## src/rtl/core/xcsd_pkg.sv

```systemverilog
// ----------------------------------------------------------------------------
// xcsd_pkg
// Shared types and constants of the xor chunk sample decoder.
// ----------------------------------------------------------------------------
package xcsd_pkg;

  // result kinds
  localparam logic [1:0] KIND_SAMPLE = 2'd0;
  localparam logic [1:0] KIND_END    = 2'd1;
  localparam logic [1:0] KIND_ERROR  = 2'd2;

  // configuration register indexes
  localparam logic REG_COUNT_IN_HEADER = 1'b0;
  localparam logic REG_SAMPLE_TOTAL    = 1'b1;

  // timestamp that closes a series
  localparam logic [63:0] TIME_END = 64'h7fff_ffff_ffff_ffff;

  // delta-of-delta size codes
  localparam logic [1:0] DOD_64 = 2'd0;
  localparam logic [1:0] DOD_14 = 2'd1;
  localparam logic [1:0] DOD_17 = 2'd2;
  localparam logic [1:0] DOD_20 = 2'd3;

  // decode phases
  typedef enum logic [11:0] {
    PH_IDLE    = 12'b0000_0000_0001,
    PH_COUNT   = 12'b0000_0000_0010,
    PH_VARINT  = 12'b0000_0000_0100,
    PH_VAL64   = 12'b0000_0000_1000,
    PH_PREFIX  = 12'b0000_0001_0000,
    PH_DOD     = 12'b0000_0010_0000,
    PH_CTRL1   = 12'b0000_0100_0000,
    PH_CTRL2   = 12'b0000_1000_0000,
    PH_LEAD    = 12'b0001_0000_0000,
    PH_SIG     = 12'b0010_0000_0000,
    PH_MEANING = 12'b0100_0000_0000,
    PH_ADD     = 12'b1000_0000_0000
  } phase_t;

  // byte sequencing steps
  typedef enum logic [2:0] {
    ST_BITS = 3'b001,
    ST_ERR  = 3'b010,
    ST_OUT  = 3'b100
  } step_t;

  // one chunk byte
  typedef struct packed {
    logic       last;
    logic [7:0] data;
  } byte_item_t;

  // one decoded result
  typedef struct packed {
    logic        last;
    logic [15:0] number;
    logic [63:0] value;
    logic [63:0] stamp;
    logic [1:0]  kind;
  } result_t;

endpackage

```

## src/rtl/core/xor_chunk_sample_decoder.sv

```systemverilog
// ----------------------------------------------------------------------------
// xor_chunk_sample_decoder
// Delta-of-delta timestamp and xor value decoder for one compressed chunk.
// ----------------------------------------------------------------------------
// Chunk bytes enter through a two-entry request queue; the decoder takes a
// byte, walks it one bit per cycle while no result waits for the queue,
// spends an extra step on every timestamp advance (at most four in a byte)
// and then closes the byte before it takes the next one. Results leave
// through a second two-entry queue; each result is held until the next one
// appears or the byte is finished, so that the last result of a byte carries
// tlast. sample_total and count_in_header are sampled at the first bit of
// each chunk.
module xor_chunk_sample_decoder import xcsd_pkg::*; #(
  parameter int COUNT_BITS = 16
) (
  input  logic         clk,
  input  logic         rst,
  input  logic         cfg_we,
  input  logic         cfg_index,
  input  logic [15:0]  cfg_data,
  input  logic         s_axis_tvalid,
  output logic         s_axis_tready,
  input  logic [7:0]   s_axis_tdata,   // stream_byte
  input  logic         s_axis_tlast,   // chunk_end
  output logic         m_axis_tvalid,
  input  logic         m_axis_tready,
  output logic [143:0] m_axis_tdata,   // sample_time, sample_value_bits, sample_number
  output logic [1:0]   m_axis_tuser,   // result_kind
  output logic         m_axis_tlast    // run_last
);

  byte_item_t in_item;
  byte_item_t q_item;
  logic       q_valid;
  logic       q_ready;
  result_t    r_item;
  result_t    o_item;
  logic       r_valid;
  logic       r_ready;

  assign in_item.data = s_axis_tdata;
  assign in_item.last = s_axis_tlast;

  // input request queue
  xcsd_fifo #(.W($bits(byte_item_t))) u_in_q (
    .clk       (clk),
    .rst       (rst),
    .in_valid  (s_axis_tvalid),
    .in_ready  (s_axis_tready),
    .in_data   (in_item),
    .out_valid (q_valid),
    .out_ready (q_ready),
    .out_data  (q_item)
  );

  // bit-serial decoder
  xcsd_back #(.COUNT_BITS(COUNT_BITS)) u_back (
    .clk       (clk),
    .rst       (rst),
    .cfg_we    (cfg_we),
    .cfg_index (cfg_index),
    .cfg_data  (cfg_data),
    .in_valid  (q_valid),
    .in_ready  (q_ready),
    .in_item   (q_item),
    .out_valid (r_valid),
    .out_ready (r_ready),
    .out_item  (r_item)
  );

  // result queue
  xcsd_fifo #(.W($bits(result_t))) u_out_q (
    .clk       (clk),
    .rst       (rst),
    .in_valid  (r_valid),
    .in_ready  (r_ready),
    .in_data   (r_item),
    .out_valid (m_axis_tvalid),
    .out_ready (m_axis_tready),
    .out_data  (o_item)
  );

  assign m_axis_tdata = {o_item.number, o_item.value, o_item.stamp};
  assign m_axis_tuser = o_item.kind;
  assign m_axis_tlast = o_item.last;

endmodule

```

## src/rtl/core/xcsd_fifo.sv

```systemverilog
// ----------------------------------------------------------------------------
// xcsd_fifo
// Two-entry request queue that decouples a producer from a consumer.
// ----------------------------------------------------------------------------
module xcsd_fifo #(
  parameter int W = 8
) (
  input  logic         clk,
  input  logic         rst,
  input  logic         in_valid,
  output logic         in_ready,
  input  logic [W-1:0] in_data,
  output logic         out_valid,
  input  logic         out_ready,
  output logic [W-1:0] out_data
);

  logic [W-1:0] mem [2];
  logic         wptr;
  logic         rptr;
  logic [1:0]   count;
  logic         push;
  logic         pop;

  assign in_ready  = (count != 2'd2);
  assign out_valid = (count != 2'd0);
  assign out_data  = mem[rptr];
  assign push      = in_valid && in_ready;
  assign pop       = out_valid && out_ready;

  // storage
  always_ff @(posedge clk) begin
    if (push) begin
      mem[wptr] <= in_data;
    end
  end

  // pointers and fill level
  always_ff @(posedge clk) begin
    if (rst) begin
      wptr  <= 1'b0;
      rptr  <= 1'b0;
      count <= 2'd0;
    end else begin
      if (push) begin
        wptr <= ~wptr;
      end
      if (pop) begin
        rptr <= ~rptr;
      end
      if (push && !pop) begin
        count <= count + 2'd1;
      end else if (pop && !push) begin
        count <= count - 2'd1;
      end
    end
  end

endmodule

```

## src/rtl/core/xcsd_back.sv

```systemverilog
// ----------------------------------------------------------------------------
// xcsd_back
// Bit-serial decoder: walks each byte one bit a cycle while not stalled, and forms results.
// ----------------------------------------------------------------------------
module xcsd_back import xcsd_pkg::*; #(
  parameter int COUNT_BITS = 16
) (
  input  logic        clk,
  input  logic        rst,
  input  logic        cfg_we,
  input  logic        cfg_index,
  input  logic [15:0] cfg_data,
  input  logic        in_valid,
  output logic        in_ready,
  input  byte_item_t  in_item,
  output logic        out_valid,
  input  logic        out_ready,
  output result_t     out_item
);

  localparam int CW = (COUNT_BITS > 16) ? COUNT_BITS : 16;

  // configuration
  logic          count_in_header;
  logic [15:0]   sample_total;

  // byte sequencing
  logic          busy;
  step_t         step;
  logic [3:0]    bit_cnt;
  byte_item_t    cur;

  // decode state
  phase_t        phase;
  logic [63:0]   accum;
  logic [6:0]    bits_left;
  logic [6:0]    vshift;
  logic [2:0]    ones;
  logic [63:0]   ltime;
  logic [63:0]   ldelta;
  logic [63:0]   lvalue;
  logic [4:0]    lead;
  logic [5:0]    trail;
  logic [CW-1:0] done_cnt;
  logic [CW-1:0] chunk_cnt;
  logic          stopped;
  logic [7:0]    vbyte;
  logic [1:0]    dcode;
  logic          held_v;
  result_t       held;

  phase_t        phase_next;
  logic [63:0]   accum_next;
  logic [6:0]    bits_left_next;
  logic [6:0]    vshift_next;
  logic [2:0]    ones_next;
  logic [63:0]   ltime_next;
  logic [63:0]   ldelta_next;
  logic [63:0]   lvalue_next;
  logic [4:0]    lead_next;
  logic [5:0]    trail_next;
  logic [CW-1:0] done_cnt_next;
  logic [CW-1:0] chunk_cnt_next;
  logic          stopped_next;
  logic [7:0]    vbyte_next;
  logic [1:0]    dcode_next;
  logic          busy_next;
  step_t         step_next;
  logic [3:0]    bit_cnt_next;
  logic          held_v_next;
  result_t       held_next;

  logic          emit_v;
  result_t       emit_r;
  logic          push;
  logic          stall;
  logic          take;
  logic          b;
  logic [63:0]   acc;
  logic [6:0]    bl;
  logic [7:0]    vb;
  logic [63:0]   vacc;
  logic [63:0]   z;
  logic [63:0]   dod;
  logic [63:0]   nv;
  logic [63:0]   tsum;
  logic [6:0]    sig7;
  logic [6:0]    lsum;
  logic [CW-1:0] done_inc;

  assign in_ready = !busy;
  assign take     = in_valid && !busy;

  // output side: a held result goes out once the next one appears or the byte ends
  assign push      = held_v && (emit_v || step == ST_OUT);
  assign out_valid = push;
  assign stall     = push && !out_ready;
  always_comb begin
    out_item      = held;
    out_item.last = (step == ST_OUT);
  end

  // configuration writes
  always_ff @(posedge clk) begin
    if (rst) begin
      count_in_header <= 1'b1;
      sample_total    <= 16'd0;
    end else if (cfg_we) begin
      if (cfg_index == REG_COUNT_IN_HEADER) begin
        count_in_header <= cfg_data[0];
      end else begin
        sample_total <= cfg_data;
      end
    end
  end

  // next-state logic of one step
  always_comb begin
    phase_next     = phase;
    accum_next     = accum;
    bits_left_next = bits_left;
    vshift_next    = vshift;
    ones_next      = ones;
    ltime_next     = ltime;
    ldelta_next    = ldelta;
    lvalue_next    = lvalue;
    lead_next      = lead;
    trail_next     = trail;
    done_cnt_next  = done_cnt;
    chunk_cnt_next = chunk_cnt;
    stopped_next   = stopped;
    vbyte_next     = vbyte;
    dcode_next     = dcode;
    busy_next      = busy;
    step_next      = step;
    bit_cnt_next   = bit_cnt;
    held_v_next    = held_v;
    held_next      = held;
    emit_v         = 1'b0;
    emit_r         = '0;
    emit_r.number  = done_cnt[15:0];

    b        = cur.data[3'd7 - bit_cnt[2:0]];
    acc      = {accum[62:0], b};
    bl       = bits_left - 7'd1;
    vb       = {vbyte[6:0], b};
    vacc     = accum | ({57'd0, vb[6:0]} << vshift[5:0]);
    z        = (vacc >> 1) ^ {64{vacc[0]}};
    nv       = lvalue ^ (acc << trail);
    tsum     = ltime + ldelta;
    sig7     = (acc[5:0] == 6'd0) ? 7'd64 : {1'b0, acc[5:0]};
    lsum     = {2'b00, lead} + sig7;
    done_inc = done_cnt + {{(CW-1){1'b0}}, 1'b1};

    // sign handling of the delta-of-delta field
    case (dcode)
      DOD_14: dod = (acc[13] && (acc[12:0] != 13'd0)) ? {{50{1'b1}}, acc[13:0]} : acc;
      DOD_17: dod = (acc[16] && (acc[15:0] != 16'd0)) ? {{47{1'b1}}, acc[16:0]} : acc;
      DOD_20: dod = (acc[19] && (acc[18:0] != 19'd0)) ? {{44{1'b1}}, acc[19:0]} : acc;
      default: dod = acc;
    endcase

    case (step)
      ST_BITS: begin
        if (phase == PH_ADD && !stopped) begin
          // time advance after a new delta
          ltime_next = tsum;
          if (tsum == TIME_END) begin
            emit_v       = 1'b1;
            emit_r.kind  = KIND_END;
            emit_r.stamp = tsum;
            stopped_next = 1'b1;
          end else begin
            phase_next = PH_CTRL1;
          end
        end else if (bit_cnt == 4'd8) begin
          step_next = ST_ERR;
        end else begin
          bit_cnt_next = bit_cnt + 4'd1;
          if (!stopped) begin
            case (phase)
              PH_IDLE: begin
                if (count_in_header) begin
                  phase_next     = PH_COUNT;
                  accum_next     = {63'd0, b};
                  bits_left_next = 7'(COUNT_BITS - 1);
                end else begin
                  chunk_cnt_next = CW'(sample_total);
                  if (sample_total == 16'd0) begin
                    stopped_next = 1'b1;
                  end else begin
                    phase_next     = PH_VARINT;
                    accum_next     = 64'd0;
                    vshift_next    = 7'd0;
                    vbyte_next     = {7'd0, b};
                    bits_left_next = 7'd7;
                  end
                end
              end
              PH_VARINT: begin
                vbyte_next     = vb;
                bits_left_next = bl;
                if (bl == 7'd0) begin
                  if (vshift >= 7'd63 && vb > 8'd1) begin
                    emit_v       = 1'b1;
                    emit_r.kind  = KIND_ERROR;
                    stopped_next = 1'b1;
                  end else begin
                    accum_next = vacc;
                    if (vb[7]) begin
                      vshift_next    = vshift + 7'd7;
                      vbyte_next     = 8'd0;
                      bits_left_next = 7'd8;
                    end else if (done_cnt == '0) begin
                      ltime_next     = z;
                      phase_next     = PH_VAL64;
                      accum_next     = 64'd0;
                      bits_left_next = 7'd64;
                    end else begin
                      ldelta_next = z;
                      phase_next  = PH_ADD;
                    end
                  end
                end
              end
              PH_PREFIX: begin
                if (b) begin
                  ones_next = ones + 3'd1;
                  if (ones == 3'd3) begin
                    dcode_next     = DOD_64;
                    phase_next     = PH_DOD;
                    accum_next     = 64'd0;
                    bits_left_next = 7'd64;
                  end
                end else if (ones == 3'd0) begin
                  phase_next = PH_ADD;
                end else begin
                  dcode_next     = ones[1:0];
                  phase_next     = PH_DOD;
                  accum_next     = 64'd0;
                  case (ones[1:0])
                    DOD_14:  bits_left_next = 7'd14;
                    DOD_17:  bits_left_next = 7'd17;
                    default: bits_left_next = 7'd20;
                  endcase
                end
              end
              PH_CTRL1: begin
                if (b) begin
                  phase_next = PH_CTRL2;
                end else begin
                  emit_v        = 1'b1;
                  emit_r.kind   = KIND_SAMPLE;
                  emit_r.stamp  = ltime;
                  emit_r.value  = lvalue;
                  done_cnt_next = done_inc;
                  if (done_inc == chunk_cnt) begin
                    stopped_next = 1'b1;
                  end else begin
                    phase_next = PH_PREFIX;
                    ones_next  = 3'd0;
                  end
                end
              end
              PH_CTRL2: begin
                accum_next = 64'd0;
                if (b) begin
                  phase_next     = PH_LEAD;
                  bits_left_next = 7'd5;
                end else begin
                  phase_next     = PH_MEANING;
                  bits_left_next = 7'd64 - {2'b00, lead} - {1'b0, trail};
                end
              end
              PH_COUNT, PH_VAL64, PH_DOD, PH_LEAD, PH_SIG, PH_MEANING: begin
                accum_next     = acc;
                bits_left_next = bl;
                if (bl == 7'd0) begin
                  case (phase)
                    PH_COUNT: begin
                      chunk_cnt_next = acc[CW-1:0];
                      if (acc[CW-1:0] == '0) begin
                        stopped_next = 1'b1;
                      end else begin
                        phase_next     = PH_VARINT;
                        accum_next     = 64'd0;
                        vshift_next    = 7'd0;
                        vbyte_next     = 8'd0;
                        bits_left_next = 7'd8;
                      end
                    end
                    PH_VAL64: begin
                      lvalue_next = acc;
                      emit_v      = 1'b1;
                      if (ltime == TIME_END) begin
                        emit_r.kind  = KIND_END;
                        emit_r.stamp = ltime;
                        stopped_next = 1'b1;
                      end else begin
                        emit_r.kind   = KIND_SAMPLE;
                        emit_r.stamp  = ltime;
                        emit_r.value  = acc;
                        done_cnt_next = {{(CW-1){1'b0}}, 1'b1};
                        if (chunk_cnt == {{(CW-1){1'b0}}, 1'b1}) begin
                          stopped_next = 1'b1;
                        end else begin
                          phase_next     = PH_VARINT;
                          accum_next     = 64'd0;
                          vshift_next    = 7'd0;
                          vbyte_next     = 8'd0;
                          bits_left_next = 7'd8;
                        end
                      end
                    end
                    PH_DOD: begin
                      ldelta_next = ldelta + dod;
                      phase_next  = PH_ADD;
                    end
                    PH_LEAD: begin
                      lead_next      = acc[4:0];
                      phase_next     = PH_SIG;
                      accum_next     = 64'd0;
                      bits_left_next = 7'd6;
                    end
                    PH_SIG: begin
                      if (lsum > 7'd64) begin
                        emit_v       = 1'b1;
                        emit_r.kind  = KIND_ERROR;
                        stopped_next = 1'b1;
                      end else begin
                        trail_next     = 6'(7'd64 - lsum);
                        phase_next     = PH_MEANING;
                        accum_next     = 64'd0;
                        bits_left_next = sig7;
                      end
                    end
                    default: begin
                      // xor-coded value complete
                      lvalue_next   = nv;
                      emit_v        = 1'b1;
                      emit_r.kind   = KIND_SAMPLE;
                      emit_r.stamp  = ltime;
                      emit_r.value  = nv;
                      done_cnt_next = done_inc;
                      if (done_inc == chunk_cnt) begin
                        stopped_next = 1'b1;
                      end else begin
                        phase_next = PH_PREFIX;
                        ones_next  = 3'd0;
                      end
                    end
                  endcase
                end
              end
              default: begin
                phase_next = phase;
              end
            endcase
          end
        end
      end
      ST_ERR: begin
        // chunk closed before the series did
        if (cur.last && !stopped) begin
          emit_v       = 1'b1;
          emit_r.kind  = KIND_ERROR;
          stopped_next = 1'b1;
        end
        step_next = ST_OUT;
      end
      default: begin
        held_v_next = 1'b0;
        busy_next   = 1'b0;
        if (cur.last) begin
          phase_next     = PH_IDLE;
          accum_next     = 64'd0;
          bits_left_next = 7'd0;
          vshift_next    = 7'd0;
          ones_next      = 3'd0;
          ltime_next     = 64'd0;
          ldelta_next    = 64'd0;
          lvalue_next    = 64'd0;
          lead_next      = 5'd0;
          trail_next     = 6'd0;
          done_cnt_next  = '0;
          chunk_cnt_next = '0;
          stopped_next   = 1'b0;
          vbyte_next     = 8'd0;
          dcode_next     = DOD_64;
        end
      end
    endcase

    // a new result replaces the held one
    if (emit_v) begin
      held_v_next = 1'b1;
      held_next   = emit_r;
    end

    // next byte
    if (take) begin
      busy_next    = 1'b1;
      step_next    = ST_BITS;
      bit_cnt_next = 4'd0;
    end
  end

  // byte register
  always_ff @(posedge clk) begin
    if (rst) begin
      cur <= '0;
    end else if (take) begin
      cur <= in_item;
    end
  end

  // state update, frozen while a result waits for the queue
  always_ff @(posedge clk) begin
    if (rst) begin
      phase     <= PH_IDLE;
      accum     <= 64'd0;
      bits_left <= 7'd0;
      vshift    <= 7'd0;
      ones      <= 3'd0;
      ltime     <= 64'd0;
      ldelta    <= 64'd0;
      lvalue    <= 64'd0;
      lead      <= 5'd0;
      trail     <= 6'd0;
      done_cnt  <= '0;
      chunk_cnt <= '0;
      stopped   <= 1'b0;
      vbyte     <= 8'd0;
      dcode     <= DOD_64;
      busy      <= 1'b0;
      step      <= ST_OUT;
      bit_cnt   <= 4'd0;
      held_v    <= 1'b0;
    end else if (!stall) begin
      phase     <= phase_next;
      accum     <= accum_next;
      bits_left <= bits_left_next;
      vshift    <= vshift_next;
      ones      <= ones_next;
      ltime     <= ltime_next;
      ldelta    <= ldelta_next;
      lvalue    <= lvalue_next;
      lead      <= lead_next;
      trail     <= trail_next;
      done_cnt  <= done_cnt_next;
      chunk_cnt <= chunk_cnt_next;
      stopped   <= stopped_next;
      vbyte     <= vbyte_next;
      dcode     <= dcode_next;
      busy      <= busy_next;
      step      <= step_next;
      bit_cnt   <= bit_cnt_next;
      held_v    <= held_v_next;
    end
  end

  // held result payload
  always_ff @(posedge clk) begin
    if (!stall) begin
      held <= held_next;
    end
  end

endmodule

```

## config.mk

```make
export PLATFORM = sky130hd
export DESIGN_NAME = xor_chunk_sample_decoder
export DESIGN_NICKNAME = d
export VERILOG_FILES = /design/src/rtl/core/xcsd_pkg.sv /design/src/rtl/core/xor_chunk_sample_decoder.sv /design/src/rtl/core/xcsd_fifo.sv /design/src/rtl/core/xcsd_back.sv
export SDC_FILE = /design/constraint.sdc
export NUM_CORES = 2
export LEC_CHECK = 0
export BUFFER_PORTS_ARGS = -buffer_cell sky130_fd_sc_hd__buf_2
export CAP_MARGIN = 20
export CORE_ASPECT_RATIO = 0.8
export CORE_MARGIN = 2
export CORE_UTILIZATION = 37
export DETAILED_ROUTE_END_ITERATION = 8
export PLACE_DENSITY = 0.63
export SLEW_MARGIN = 20
export SYNTH_ARGS = -nofsm -noshare
export SYNTH_HDL_FRONTEND = slang
export SYNTH_SLANG_ARGS = --single-unit
```

## constraint.sdc

```tcl
create_clock -name clk -period 15.37 [get_ports clk]
set_input_delay 3.074 -clock clk [delete_from_list [all_inputs] [get_ports clk]]
set_output_delay 3.074 -clock clk [all_outputs]
set_load 0.05 [all_outputs]
```

==> reports/metrics.cfg <==
[timing]
report.final.hold_viol_count = 0
setup_violations = 0
finClkSkew_ns = 0.07571
worst_pin_slew_ns = 1.205
whs_ns = 0.4175
setup_ws_ns = 7.683
maxSlewHeadroom_pct = 18.92
rsz0062_at_grt = false
slew_viol_final = 0
fmax_ghz = 0.1301
fin_crit_sh_pct = 50.01
fin_crit_ns = 7.687
finalSetupTns_ns = 0

[clock_network]
worstSkewPairLatency_ns = 0.78
numClockSinks = 840
hold_buffers = 0
path_clk_slew_ns = 0.06
postCtsSetupRepairBufs = 0
h-tree-depth = 3
cts_resized = 0
clock_path_buffers = 3
clockRootBuffer = clkbuf_16
cts_tree = yes
cts_made_buffers = 92

[routing]
wl_per_cell_um = 25.27
route.detailed.drc = 0
drtIter0Drc = 5616
firstDrtPassIters = 6
drt_wl_total_um = 193300
vias_per_cell = 5.992
route.vias.total = 45840
drt.antenna.violating_nets = 0

[synthesis]
yosysWarnings = 0
synth-seq-cells = 840
seq_area_frac_synth_pct = 41.33
syn_area_um2 = 51780
synth_cell_type_count = 102
synth_nets = 5991
syn_avg_cell_area_um2 = 8.932
synth_edf_count = 458
ys.flop_type = edfxtp_1
async_flop_share_pct = 0
syn_inst = 5797

[floorplanning]
die_h_um = 338.6
core_um2 = 138600
dieArea_um2 = 143000
die_x_um = 422.2
start_util_pct = 37.36
rows = 122
top_level_ports = 180

[global_route]
grt_pass1_vias = 42610
grt_max_degree = 121
antenna_found_initial = 5
grt_overflow_total = 0
grt_pass1_wl_um = 284700
grt_usage_pct = 26.05

[setup_path]
startpoint_type = flip-flop
reg2reg_slack_ns = 7.68
crit_type = reg2reg
crit_path_end_kind = flip-flop
path_max_fanout = 44
path_common_cell = o21ai_0
r2r_start = u_back.bit_cnt[0]
rr_endpoint = u_back.ldelta[63]
critPathArrivalTime_ns = 8.32
max_stage_delay_ns = 0.66
r2r_cells = 25
cp_slowest_cell = a311oi_1
required_ns = 16.00

[finish]
syn2layout_area_growth_pct = 10.40
drive_gt1_share_pct = 13.44
antenna_cells = 0
nets = 5909

[flow_run]
maxCapViolCount = 0

[power_and_ir_drop]
leakagePower_nw = 21.30
p_per_area_nw_per_um2 = 107.8
ir_drop_mv = 0.08798

[placed_design]
dp.final_hpwl_um = 141000
gp_congestion = 0.9861
pre_cts_ws_ns = 7.751
numPortBuffers = 179

[hold_path]
min_to = u_out_q.mem[0][6]
hp-start = u_back.out_item[6]
hold_class = reg2reg
min_path_cells = 0

[outcome]
outcome = completed

## layout by cell type (no fill, tap or decap), drive strengths merged, types with 46 or more instances in the layout
| master | netlist | final |
|---|---|---|
| xor2 | 114 | 114 |
| nand4 | 62 | 62 |
| o21ai | 275 | 275 |
| mux4 | 52 | 52 |
| nor2 | 638 | 638 |
| nor3 | 117 | 117 |
| nand2b | 61 | 61 |
| a21oi | 627 | 627 |
| clkbuf | 332 | 108 |
| o211ai | 56 | 56 |
| nand2 | 743 | 743 |
| ha | 159 | 159 |
| xnor2 | 179 | 179 |
| a31oi | 48 | 48 |
| o31ai | 75 | 75 |
| mux2i | 147 | 147 |
| nand3 | 158 | 158 |
| dfxtp | 382 | 382 |
| a21o | 85 | 85 |
| a22oi | 82 | 82 |
| nor2b | 46 | 46 |
| inv | 69 | 76 |
| and3 | 46 | 46 |
| nor4 | 61 | 61 |
| mux2 | 169 | 169 |
| buf | 119 | 275 |
| edfxtp | 458 | 458 |
## sequential cells by signal, indices dropped and copies added (netlist names), 6 cells and up, named ones only
signal and count:
u_back.out_item 146, u_back.sample_total 16, u_back.phase 12, u_back.cur 9, u_back.lvalue 64, u_back.chunk_cnt 16, u_back.done_cnt 16, u_back.trail 6
u_back.ldelta 64, u_back.accum 64, u_back.ltime 64, u_back.vshift 7, u_in_q.mem 18, u_back.vbyte 7, u_back.bits_left 7, u_out_q.mem 294
## worst max path at each step
stage                      start           endpoint  slack, ns
6_report       u_back.bit_cnt[0]  u_back.ldelta[63]       7.68
5_1_grt        u_back.bit_cnt[0]  u_back.ldelta[63]       7.01
4_1_cts        u_back.bit_cnt[0]  u_back.ldelta[63]       7.74
3_5_place_dp   u_back.bit_cnt[0]  u_back.ldelta[63]       7.75
3_3_place_gp   u_back.bit_cnt[0]  u_back.ldelta[63]       7.81
2_1_floorplan   u_back.ldelta[0]  u_out_q.mem[0][0]       4.65
## layout make-up
cell class,count,area [um^2]
clock buffers,108,2424
clock inverters,61,709.4
fillers,13840,81440
inverters,71,269.0
multi-input cells,4435,28390
flip-flops and latches,840,21410
well taps,1860,2327
repair buffers,275,1627
## synthesized netlist by cell type (85+ instances only)
cell      instances  area share (%)
clkbuf_1        329             2.4
edfxtp_1        458              27
nor2_1          637             4.6
xor2_1          114             1.9
mux2_2          159             3.5
xnor2_1         179             3.0
mux2i_1         147             2.8
o21ai_0         257             2.5
a21oi_1         564             5.5
a21o_1           85             1.2
nor3_1          115             1.1
ha_1            159             3.8
nand3_1         158             1.5
nand2_1         742             5.4
dfxtp_1         382              15
## power breakdown
part	switching (W)	internal, W
combinational	0.00100	0.000366
sequential	0.0000537	0.00239
clock	0.00103	0.00131
## cell families after synthesis
kind of cell             after synthesis  share of synthesized area [%]
AND/OR/NAND/NOR                     2090                          18.34
XOR/XNOR                             293                          4.956
flip-flops                           840                          41.33
adder cells (fa/ha/maj)              163                          3.997
multiplexers                         368                          8.779
AO/OA/AOI/OAI                       1521                          18.49
buffers and inverters                522                          4.106
## metal layers
layer | vias to the layer above | wire length (um) | track usage (%)
met4 | 6 | 5220 | 6.964
met1 | 22360 | 87210 | 38.07
met5 | - | 37 | 0
met3 | 323 | 19960 | 6.774
li1 | 20900 | - | -
met2 | 2253 | 80910 | 37.69
## through the flow
stage               area, um^2  cells  utilization, %  total power (W)
floorplan                51780   5797               -         0.003423
global placement         54020   7481           38.98         0.003833
detailed placement       54020   7481           38.98         0.003840
CTS                      57160   7650           41.24         0.006181
global route             57160   7650           41.24         0.006374
finish                   57160   7650           41.24         0.006163
## critical path, delay by kind of cell (launching register included)
family                     cells  cell delay, ns
AOI/OAI and AO/OA             13            3.53
adders and majority gates      1            0.38
buffers and inverters          2            0.79
DFF                            1            0.44
muxes                          2            0.71
and+or+nand+nor                7            1.69
No activity file was read; power rests on OpenSTA's default activity.
